**config.mk**
```make
export PLATFORM = sky130hd
export DESIGN_NAME = clock_frame_replacement_unit
export DESIGN_NICKNAME = d
export VERILOG_FILES = /design/src/sv/cfr_pkg.sv /design/src/sv/clock_frame_replacement_unit.sv /design/src/sv/cfr_frame_mem.sv /design/src/sv/cfr_ctrl.sv
export VERILOG_INCLUDE_DIRS = /design/src /design/src/sv
export SDC_FILE = /design/constraint.sdc
export NUM_CORES = 2
export LEC_CHECK = 0
export ABC_AREA = 1
export BUFFER_PORTS_ARGS = -buffer_cell sky130_fd_sc_hd__buf_2
export CAP_MARGIN = 30
export CELL_PAD_IN_SITES_DETAIL_PLACEMENT = 0
export CELL_PAD_IN_SITES_GLOBAL_PLACEMENT = 1
export CORE_ASPECT_RATIO = 1.2
export CORE_UTILIZATION = 47
export DETAILED_ROUTE_END_ITERATION = 10
export PLACE_DENSITY = 0.78
export SYNTH_ARGS = -nofsm -noshare
export SYNTH_HDL_FRONTEND = slang
export SYNTH_SLANG_ARGS = --single-unit
```
**constraint.sdc**
```tcl
create_clock -name i_clk -period 4.1 [get_ports i_clk]
set_clock_uncertainty 0.05 [all_clocks]
set_input_delay 0.615 -clock i_clk [delete_from_list [all_inputs] [get_ports i_clk]]
set_output_delay 0.615 -clock i_clk [all_outputs]
set_load 0.1 [all_outputs]
```
**src/sv/clock_frame_replacement_unit_macros.svh**
```systemverilog
// ----------------------------------------------------------------------------
// Assertion macros for the clock frame replacement unit
// Clocked implication checks, same cycle and next cycle, with reset disable.
// ----------------------------------------------------------------------------
`ifndef CLOCK_FRAME_REPLACEMENT_UNIT_MACROS_SVH
`define CLOCK_FRAME_REPLACEMENT_UNIT_MACROS_SVH

// antecedent implies consequent in the same cycle
`define CFR_ASSERT_IMPL(label, ante, cons) \
    label: assert property (@(posedge i_clk) disable iff (!i_rst_n) (ante) |-> (cons)) \
        else $error("cfr check failed");

// antecedent implies consequent in the next cycle
`define CFR_ASSERT_NEXT(label, ante, cons) \
    label: assert property (@(posedge i_clk) disable iff (!i_rst_n) (ante) |=> (cons)) \
        else $error("cfr check failed");

`endif

```
**src/sv/cfr_pkg.sv**
```systemverilog
// ----------------------------------------------------------------------------
// cfr_pkg
// Shared types and constants of the clock frame replacement unit.
// ----------------------------------------------------------------------------
`timescale 1ns / 1ps

package cfr_pkg;

    localparam int CFR_NUM_FRAMES       = 64;
    localparam int CFR_OWNER_ID_BITS    = 8;
    localparam int CFR_PAGE_NUMBER_BITS = 20;

    typedef enum logic [2:0] {
        REQ_ALLOC  = 3'd0,
        REQ_FREE   = 3'd1,
        REQ_ACCESS = 3'd2,
        REQ_PIN    = 3'd3,
        REQ_UNPIN  = 3'd4
    } t_req;

    typedef enum logic [1:0] {
        ST_OK       = 2'd0,
        ST_BAD_SLOT = 2'd1,
        ST_NO_FRAME = 2'd2
    } t_status;

    typedef enum logic [3:0] {
        S_CLEAR,
        S_IDLE,
        S_FREE_SCAN,
        S_SWEEP,
        S_SLOT_RD,
        S_SLOT_CHK,
        S_PIN_PAGE,
        S_PIN_SCAN,
        S_DONE
    } t_state;

    typedef struct packed {
        logic [1:0]  status;
        logic [5:0]  granted_slot;
        logic        evicted;
        logic [7:0]  victim_owner;
        logic [19:0] victim_page;
        logic        victim_to_swap;
    } t_result;

endpackage

```
**src/sv/clock_frame_replacement_unit.sv**
```systemverilog
// ----------------------------------------------------------------------------
// clock_frame_replacement_unit
// Frame table with second-chance clock eviction behind a stream interface.
// ----------------------------------------------------------------------------
// One request is worked at a time; each gives one result item. The frame
// table is reached through a single read port. Free and access read the
// slot and then check it; allocate scans for a free slot and, if none is
// found, sweeps the hand up to two times round for a victim; pin and unpin
// scan the table once per covered page (up to 17 pages). After reset a
// clearing pass over every frame runs before the first item is taken. A
// finished result sits in the output register while the next item is
// accepted.
`timescale 1ns / 1ps

`include "clock_frame_replacement_unit_macros.svh"

module clock_frame_replacement_unit
    import cfr_pkg::*;
#(
    parameter int NUM_FRAMES       = CFR_NUM_FRAMES,
    parameter int OWNER_ID_BITS    = CFR_OWNER_ID_BITS,
    parameter int PAGE_NUMBER_BITS = CFR_PAGE_NUMBER_BITS
) (
    input  logic        i_clk,
    input  logic        i_rst_n,
    input  logic        s_axis_tvalid,
    output logic        s_axis_tready,
    // owner_id[7:0], virtual_address[39:8], length_bytes[55:40],
    // frame_slot[61:56], is_write[62], reloadable[63]
    input  logic [63:0] s_axis_tdata,
    // req_type[2:0]
    input  logic [2:0]  s_axis_tuser,
    output logic        m_axis_tvalid,
    input  logic        m_axis_tready,
    // granted_slot[5:0], evicted[6], victim_owner[14:7], victim_page[34:15],
    // victim_to_swap[35], zero fill[39:36]
    output logic [39:0] m_axis_tdata,
    // status[1:0]
    output logic [1:0]  m_axis_tuser
);

    logic    out_free, push;
    t_result res;

    assign out_free = !m_axis_tvalid || m_axis_tready;

    cfr_ctrl #(
        .NUM_FRAMES       (NUM_FRAMES),
        .OWNER_ID_BITS    (OWNER_ID_BITS),
        .PAGE_NUMBER_BITS (PAGE_NUMBER_BITS)
    ) u_ctrl (
        .i_clk             (i_clk),
        .i_rst_n           (i_rst_n),
        .i_valid           (s_axis_tvalid),
        .o_ready           (s_axis_tready),
        .i_req_type        (s_axis_tuser),
        .i_owner_id        (s_axis_tdata[7:0]),
        .i_virtual_address (s_axis_tdata[39:8]),
        .i_length_bytes    (s_axis_tdata[55:40]),
        .i_frame_slot      (s_axis_tdata[61:56]),
        .i_is_write        (s_axis_tdata[62]),
        .i_reloadable      (s_axis_tdata[63]),
        .i_out_free        (out_free),
        .o_push            (push),
        .o_result          (res)
    );

    always_ff @(posedge i_clk) begin
        if (!i_rst_n) begin
            m_axis_tvalid <= 1'b0;
        end else if (push) begin
            m_axis_tvalid <= 1'b1;
        end else if (m_axis_tready) begin
            m_axis_tvalid <= 1'b0;
        end
    end

    always_ff @(posedge i_clk) begin
        if (push) begin
            m_axis_tuser <= res.status;
            m_axis_tdata <= {4'b0000, res.victim_to_swap, res.victim_page,
                             res.victim_owner, res.evicted, res.granted_slot};
        end
    end

    `CFR_ASSERT_NEXT(a_one_at_a_time, s_axis_tvalid && s_axis_tready, !s_axis_tready)
    `CFR_ASSERT_IMPL(a_status_code, m_axis_tvalid, m_axis_tuser != 2'd3)
    `CFR_ASSERT_IMPL(a_evict_ok, m_axis_tvalid && m_axis_tdata[6], m_axis_tuser == ST_OK)
    `CFR_ASSERT_IMPL(a_no_frame_clean, m_axis_tvalid && m_axis_tuser == ST_NO_FRAME,
                     m_axis_tdata[35:0] == 36'd0)

endmodule

```
**src/sv/cfr_frame_mem.sv**
```systemverilog
// ----------------------------------------------------------------------------
// cfr_frame_mem
// Frame table storage: one write port, one read port, registered read data.
// ----------------------------------------------------------------------------
`timescale 1ns / 1ps

module cfr_frame_mem #(
    parameter int DEPTH = 64,
    parameter int WIDTH = 33
) (
    input  logic                     i_clk,
    input  logic                     i_wr_en,
    input  logic [$clog2(DEPTH)-1:0] i_wr_addr,
    input  logic [WIDTH-1:0]         i_wr_data,
    input  logic [$clog2(DEPTH)-1:0] i_rd_addr,
    output logic [WIDTH-1:0]         o_rd_data
);

    logic [WIDTH-1:0] r_mem [DEPTH];

    always_ff @(posedge i_clk) begin
        if (i_wr_en) begin
            r_mem[i_wr_addr] <= i_wr_data;
        end
        o_rd_data <= r_mem[i_rd_addr];
    end

endmodule

```
**src/sv/cfr_ctrl.sv**
```systemverilog
// ----------------------------------------------------------------------------
// cfr_ctrl
// Request sequencer: scans, sweeps and read-modify-writes the frame table.
// ----------------------------------------------------------------------------
`timescale 1ns / 1ps

module cfr_ctrl
    import cfr_pkg::*;
#(
    parameter int NUM_FRAMES       = CFR_NUM_FRAMES,
    parameter int OWNER_ID_BITS    = CFR_OWNER_ID_BITS,
    parameter int PAGE_NUMBER_BITS = CFR_PAGE_NUMBER_BITS
) (
    input  logic          i_clk,
    input  logic          i_rst_n,
    input  logic          i_valid,
    output logic          o_ready,
    input  logic [2:0]    i_req_type,
    input  logic [7:0]    i_owner_id,
    input  logic [31:0]   i_virtual_address,
    input  logic [15:0]   i_length_bytes,
    input  logic [5:0]    i_frame_slot,
    input  logic          i_is_write,
    input  logic          i_reloadable,
    input  logic          i_out_free,
    output logic          o_push,
    output t_result       o_result
);

    localparam int SW   = $clog2(NUM_FRAMES);
    localparam int OB   = OWNER_ID_BITS;
    localparam int PB   = PAGE_NUMBER_BITS;
    localparam int EW   = 5 + OB + PB;
    localparam int CW   = $clog2(2 * NUM_FRAMES) + 1;
    localparam int B_VAL = 0;
    localparam int B_PIN = 1;
    localparam int B_ACC = 2;
    localparam int B_DRT = 3;
    localparam int B_REL = 4;
    localparam int B_OWN = 5;
    localparam int B_PG  = 5 + OB;
    localparam logic [SW-1:0] LAST      = SW'(NUM_FRAMES - 1);
    localparam logic [CW-1:0] SWEEP_END = CW'(2 * NUM_FRAMES - 1);

    function automatic logic [SW-1:0] next_slot(input logic [SW-1:0] s);
        return (s == LAST) ? '0 : s + 1'b1;
    endfunction

    t_state          r_state, n_state;
    logic [SW-1:0]   r_idx, r_prev, r_hand;
    logic            r_pv;
    logic [CW-1:0]   r_cnt;
    logic [2:0]      r_req;
    logic [OB-1:0]   r_own;
    logic [PB-1:0]   r_fill_page;
    logic            r_rel;
    logic            r_wr;
    logic [20:0]     r_page;
    logic [32:0]     r_end;
    t_result         r_res;

    logic            mem_wr_en;
    logic [SW-1:0]   mem_wr_addr;
    logic [EW-1:0]   mem_wr_data;
    logic [EW-1:0]   mem_rd_data;

    cfr_frame_mem #(
        .DEPTH (NUM_FRAMES),
        .WIDTH (EW)
    ) u_mem (
        .i_clk     (i_clk),
        .i_wr_en   (mem_wr_en),
        .i_wr_addr (mem_wr_addr),
        .i_wr_data (mem_wr_data),
        .i_rd_addr (r_idx),
        .o_rd_data (mem_rd_data)
    );

    logic          e_val, e_pin, e_acc, e_drt, e_rel;
    logic [OB-1:0] e_own;
    logic [PB-1:0] e_page;
    logic [EW-1:0] fill_data;
    logic [PB-1:0] pin_key;
    logic          accept, slot_bad, slot_req;
    logic [1:0]    acc_status;
    logic          free_hit, free_last, sw_acc, sw_vic, sw_end;
    logic          pin_in, pin_hit, pin_last;

    assign e_val  = mem_rd_data[B_VAL];
    assign e_pin  = mem_rd_data[B_PIN];
    assign e_acc  = mem_rd_data[B_ACC];
    assign e_drt  = mem_rd_data[B_DRT];
    assign e_rel  = mem_rd_data[B_REL];
    assign e_own  = mem_rd_data[B_OWN +: OB];
    assign e_page = mem_rd_data[B_PG +: PB];

    assign fill_data = {r_fill_page, r_own, r_rel, 3'b000, 1'b1};
    assign pin_key   = PB'(r_page[19:0]);

    assign accept    = i_valid && o_ready;
    assign slot_bad  = 32'(i_frame_slot) >= NUM_FRAMES;
    assign slot_req  = (i_req_type == REQ_FREE) || (i_req_type == REQ_ACCESS);
    assign acc_status = ((slot_req && slot_bad) || (i_req_type > REQ_UNPIN)) ?
                        ST_BAD_SLOT : ST_OK;

    assign free_hit  = r_pv && !e_val;
    assign free_last = r_pv && e_val && (r_prev == LAST);
    assign sw_acc    = r_pv && e_acc;
    assign sw_vic    = r_pv && !e_acc && !e_pin;
    assign sw_end    = r_pv && !sw_vic && (r_cnt == SWEEP_END);
    // page start must lie below the range end and inside the 32-bit space
    assign pin_in    = ({r_page, 12'b0} < r_end) && !r_page[20];
    assign pin_hit   = r_pv && e_val && (e_own == r_own) && (e_page == pin_key);
    assign pin_last  = r_pv && !pin_hit && (r_prev == LAST);

    // next state
    always_comb begin
        n_state = r_state;
        unique case (r_state)
            S_CLEAR:     if (r_idx == LAST) n_state = S_IDLE;
            S_IDLE: begin
                if (accept) begin
                    case (i_req_type)
                        REQ_ALLOC:              n_state = S_FREE_SCAN;
                        REQ_FREE, REQ_ACCESS:   n_state = slot_bad ? S_DONE : S_SLOT_RD;
                        REQ_PIN, REQ_UNPIN:     n_state = S_PIN_PAGE;
                        default:                n_state = S_DONE;
                    endcase
                end
            end
            S_FREE_SCAN: begin
                if (free_hit)       n_state = S_DONE;
                else if (free_last) n_state = S_SWEEP;
            end
            S_SWEEP:     if (sw_vic || sw_end) n_state = S_DONE;
            S_SLOT_RD:   n_state = S_SLOT_CHK;
            S_SLOT_CHK:  n_state = S_DONE;
            S_PIN_PAGE:  n_state = pin_in ? S_PIN_SCAN : S_DONE;
            S_PIN_SCAN:  if (pin_hit || pin_last) n_state = S_PIN_PAGE;
            S_DONE:      if (i_out_free) n_state = S_IDLE;
            default:     n_state = S_CLEAR;
        endcase
    end

    // outputs and memory write port
    always_comb begin
        o_ready     = (r_state == S_IDLE);
        o_push      = (r_state == S_DONE) && i_out_free;
        mem_wr_en   = 1'b0;
        mem_wr_addr = r_prev;
        mem_wr_data = mem_rd_data;
        unique case (r_state)
            S_CLEAR: begin
                mem_wr_en   = 1'b1;
                mem_wr_addr = r_idx;
                mem_wr_data = '0;
            end
            S_FREE_SCAN: begin
                mem_wr_en   = free_hit;
                mem_wr_data = fill_data;
            end
            S_SWEEP: begin
                mem_wr_en = sw_acc || sw_vic;
                if (sw_vic) begin
                    mem_wr_data = fill_data;
                end else begin
                    mem_wr_data[B_ACC] = 1'b0;
                end
            end
            S_SLOT_CHK: begin
                mem_wr_en   = e_val;
                mem_wr_addr = r_idx;
                if (r_req == REQ_FREE) begin
                    mem_wr_data[B_VAL] = 1'b0;
                    mem_wr_data[B_PIN] = 1'b0;
                    mem_wr_data[B_ACC] = 1'b0;
                    mem_wr_data[B_DRT] = 1'b0;
                end else begin
                    mem_wr_data[B_ACC] = 1'b1;
                    mem_wr_data[B_DRT] = e_drt | r_wr;
                end
            end
            S_PIN_SCAN: begin
                mem_wr_en          = pin_hit;
                mem_wr_data[B_PIN] = (r_req == REQ_PIN);
            end
            default: begin
                mem_wr_en = 1'b0;
            end
        endcase
    end

    always_ff @(posedge i_clk) begin
        if (!i_rst_n) begin
            r_state <= S_CLEAR;
            r_idx   <= '0;
            r_hand  <= '0;
            r_pv    <= 1'b0;
        end else begin
            r_state <= n_state;
            r_prev  <= r_idx;
            // read data is meaningful in the cycle after an address inside a scan
            r_pv    <= (n_state == r_state) &&
                       (r_state == S_FREE_SCAN || r_state == S_SWEEP ||
                        r_state == S_PIN_SCAN);
            case (r_state)
                S_CLEAR: r_idx <= next_slot(r_idx);
                S_IDLE: begin
                    if (accept) begin
                        r_req       <= i_req_type;
                        r_own       <= OB'(i_owner_id);
                        r_fill_page <= PB'(i_virtual_address[31:12]);
                        r_rel       <= i_reloadable;
                        r_wr        <= i_is_write;
                        r_page      <= {1'b0, i_virtual_address[31:12]};
                        r_end       <= 33'(i_virtual_address) + 33'(i_length_bytes);
                        r_res       <= {acc_status, 36'd0};
                        r_idx       <= (slot_req && !slot_bad) ? SW'(i_frame_slot) : '0;
                    end
                end
                S_FREE_SCAN: begin
                    r_idx <= free_last ? r_hand : next_slot(r_idx);
                    if (free_hit) begin
                        r_res.granted_slot <= 6'(r_prev);
                    end else if (free_last) begin
                        r_cnt <= '0;
                    end
                end
                S_SWEEP: begin
                    r_idx <= next_slot(r_idx);
                    if (r_pv) r_cnt <= r_cnt + 1'b1;
                    if (sw_vic) begin
                        r_res.granted_slot   <= 6'(r_prev);
                        r_res.evicted        <= 1'b1;
                        r_res.victim_owner   <= 8'(e_own);
                        r_res.victim_page    <= 20'(e_page);
                        r_res.victim_to_swap <= e_drt | ~e_rel;
                        r_hand               <= next_slot(r_prev);
                    end else if (sw_end) begin
                        r_res.status <= ST_NO_FRAME;
                    end
                end
                S_SLOT_CHK: begin
                    if (!e_val) begin
                        r_res.status <= ST_BAD_SLOT;
                    end else if (r_req == REQ_FREE && r_hand == r_idx) begin
                        r_hand <= next_slot(r_idx);
                    end
                end
                S_PIN_PAGE: r_idx <= '0;
                S_PIN_SCAN: begin
                    r_idx <= next_slot(r_idx);
                    if (pin_hit || pin_last) r_page <= r_page + 1'b1;
                end
                default: begin
                end
            endcase
        end
    end

    assign o_result = r_res;

endmodule

```
==> metrics.cfg <==
[detailed_routing]
wl_per_cell_um=26.4
via_per_inst=5.96
drt_iter0_markers=7718
wl_mm=277
dr.pass1.iters=8
drc_errors=0
postRouteAntennaNets=0
num_vias=62537

[cts]
cts_sinks=2340
cts.clk_slew.worst_paths_ps=70
clk_path_buf_depth=3
cts_root_buf=clkbuf_16
post_cts_buffers=0
clkLatencyLatePin_ps=880
cts-buffers-inserted=213
htreeDepth=4
cts_tree=built

[global_routing]
overflow=0
grt-busiest-layer=met2
grt_max_degree=181
grtUsageTotal_pct=27.0
grt_antenna_before_repair=7
met2_usage_pct=42.6
globalRouteMet3Util_pct=4.05
grt_pass1_vias=60106
grt_pass1_wl_mm=402
met1_usage_pct=36.0

[timing]
fmax_mhz=290
hold_viol=0
grt_setup_unrepaired=no
maxSlewHeadroom_pct=25.1
min_period_ps=3450
worst_pin_slew_ps=1120
whs_ps=60.7
slew_violations=0
period_share_pct=84.2
finalSetupTns_ps=0
setup_violations=0

[floorplanning]
die-area_um2=202000
fp.dieW_um=411
die_y_um=493
ios=115
coreArea_um2=199000
start_util_pct=47.4
rows=179

[logic_synthesis]
synth_top_area_share_pct=72.9
synth_area_um2=94200
ys.warnings.count=0
avgSynthCellArea_um2=12.5
synthCells=7546
synth_area_leaders=edfxtp_1 (73%), o21ai_0 (5.9%), nor2_1 (5.1%), o22ai_1 (3.7%), nand2_1 (3.0%)
ys_seq_area_share_pct=74.0
synth_seq_cells=2340
synth_top_cell_by_area=edfxtp_1
yosysUniqueCellTypes=47

[outcome]
status=finished, final reports clean

[placed_design]
place_inst=10043
routabilityCongestion=0.905
port_buffers=110
dp.final_hpwl_mm=161

[power_and_ir_drop]
power_density_nw_per_um2=470
vdd_drop_max_v=0.000464
power_leakage_nw=37.4
total_power_mw=50.4

[layout]
layout_commonest_cell=edfxtp_1
num-nets-final=7786
synthToLayoutAreaGrowth_pct=13.6
final_cell_mix=edfxtp_1 (2289), nor2_1 (1223), o21ai_0 (1116)
layout-drive-gt1-share_pct=10.4
final_cells=10487

[worst_setup_path]
setup.worst_path.class=reg2reg
start_kind=flop
worstPathRequired_ps=4540
critPathArrivalTime_ps=3890
end_kind=flop
cp_max_fo=33
rrSetupSlack_ps=650

[hold_path]
hold_class=in2reg

[job]
maxCapViolations=0

==> per-layer routing <==
| metal | part of all wire, % | vias up |
|---|---|---|
| li1 | - | 27808 |
| met1 | 39 | 31151 |
| met2 | 47 | 3058 |
| met3 | 8.5 | 520 |
| met4 | 6.0 | 0 |
| met5 | 0 | - |
==> sequential cells by signal (all words and copies together), names as in the netlist <==
name,count
u_ctrl.o_result,38
u_ctrl.u_mem.o_rd_data,33
m_axis_tdata,36
m_axis_tvalid,1
u_ctrl.r_idx,6
u_ctrl.r_hand,6
m_axis_tuser,2
u_ctrl.r_own,8
u_ctrl.r_pv,1
u_ctrl.r_prev,6
u_ctrl.r_page,21
u_ctrl.r_state,4
u_ctrl.r_wr,1
u_ctrl.r_fill_page,20
u_ctrl.r_rel,1
u_ctrl.r_cnt,8
u_ctrl.r_req,3
u_ctrl.r_end,33
u_ctrl.u_mem.r_mem,2112
==> path summary, 6_finish.rpt <==
path | from | to | cells past startpoint
worst min-delay path | s_axis_tdata[60] | u_ctrl.r_idx[4] | 3
worst max-delay path | u_ctrl.r_state[1] | u_ctrl.u_mem.r_mem[47][26] | 11
worst max register to register | u_ctrl.r_state[1] | u_ctrl.u_mem.r_mem[47][26] | 11
worst min register to register | u_ctrl.o_result[4] | m_axis_tdata[18] | 0
==> logic make-up after synthesis <==
kind of cell    synth area share [%]
simple gates                    11.1
flops                           74.0
compound gates                  10.7
buf+inv                         3.10
xor+xnor                       0.539
fa+ha+maj                      0.566
other cells                  0.00398
==> stage by stage <==
step,util [%],setup WS (ps),area (um^2)
5_1_grt,53.9,461,107000
4_1_cts,53.8,746,107000
2_1_floorplan,-,45.5,94200
3_5_place_dp,50.2,752,99600
3_3_place_gp,50.1,790,99500
6_report,53.9,650,107000
==> report_power, final <==
group          switching, mW  internal [mW]  total (mW)
Sequential             0.109           26.1        26.2
Combinational           2.86           1.25        4.11
Clock                   8.83           11.2        20.1
==> final cells by class <==
type | count | area (um^2)
Inverter | 211 | 822
Timing Repair Buffer | 393 | 3670
Fill cell | 16179 | 91600
Tap cell | 2624 | 3280
Clock inverter | 133 | 1400
Sequential cell | 2340 | 69800
Antenna cell | 4 | 10.0
Clock buffer | 268 | 5590
Multi-Input combinational cell | 4514 | 22500
==> worst max-delay path, cell delays in order (launching register included) <==
cell,delay [ps]
dfxtp_1,390
inv_1,70
nand2_2,140
nor2_8,80
inv_2,200
nand2_2,270
o21ai_1,360
inv_1,140
nor2_1,170
nand2_2,370
nor2_4,210
buf_4,580
==> repair_timing <==
action	4_1_cts	5_1_grt
hold buffers	35	0
setup endpoints to repair	0	0
endpoints found under the hold margin	35	0
resized for setup	0	0
==> Yosys cell counts, drive strengths merged <==
library cell     n
a211oi           3
a21boi           1
a21o             3
a21oi           66
a22o             2
a22oi            3
a311oi           1
a31oi            4
and2            22
buf            178
clkbuf         306
clkinv           2
conb             1
dfxtp           51
edfxtp        2289
fa               1
ha              41
inv            209
nand2          781
nand3          414
nand3b           1
nand4           22
nor2          1299
nor3            16
nor3b            1
nor4             6
o211ai          30
o21ai         1158
o21bai           3
o221ai           2
o22ai          558
o31ai            2
or2             12
xnor2           22
xor2            36
(Power assumes the default switching activity.)
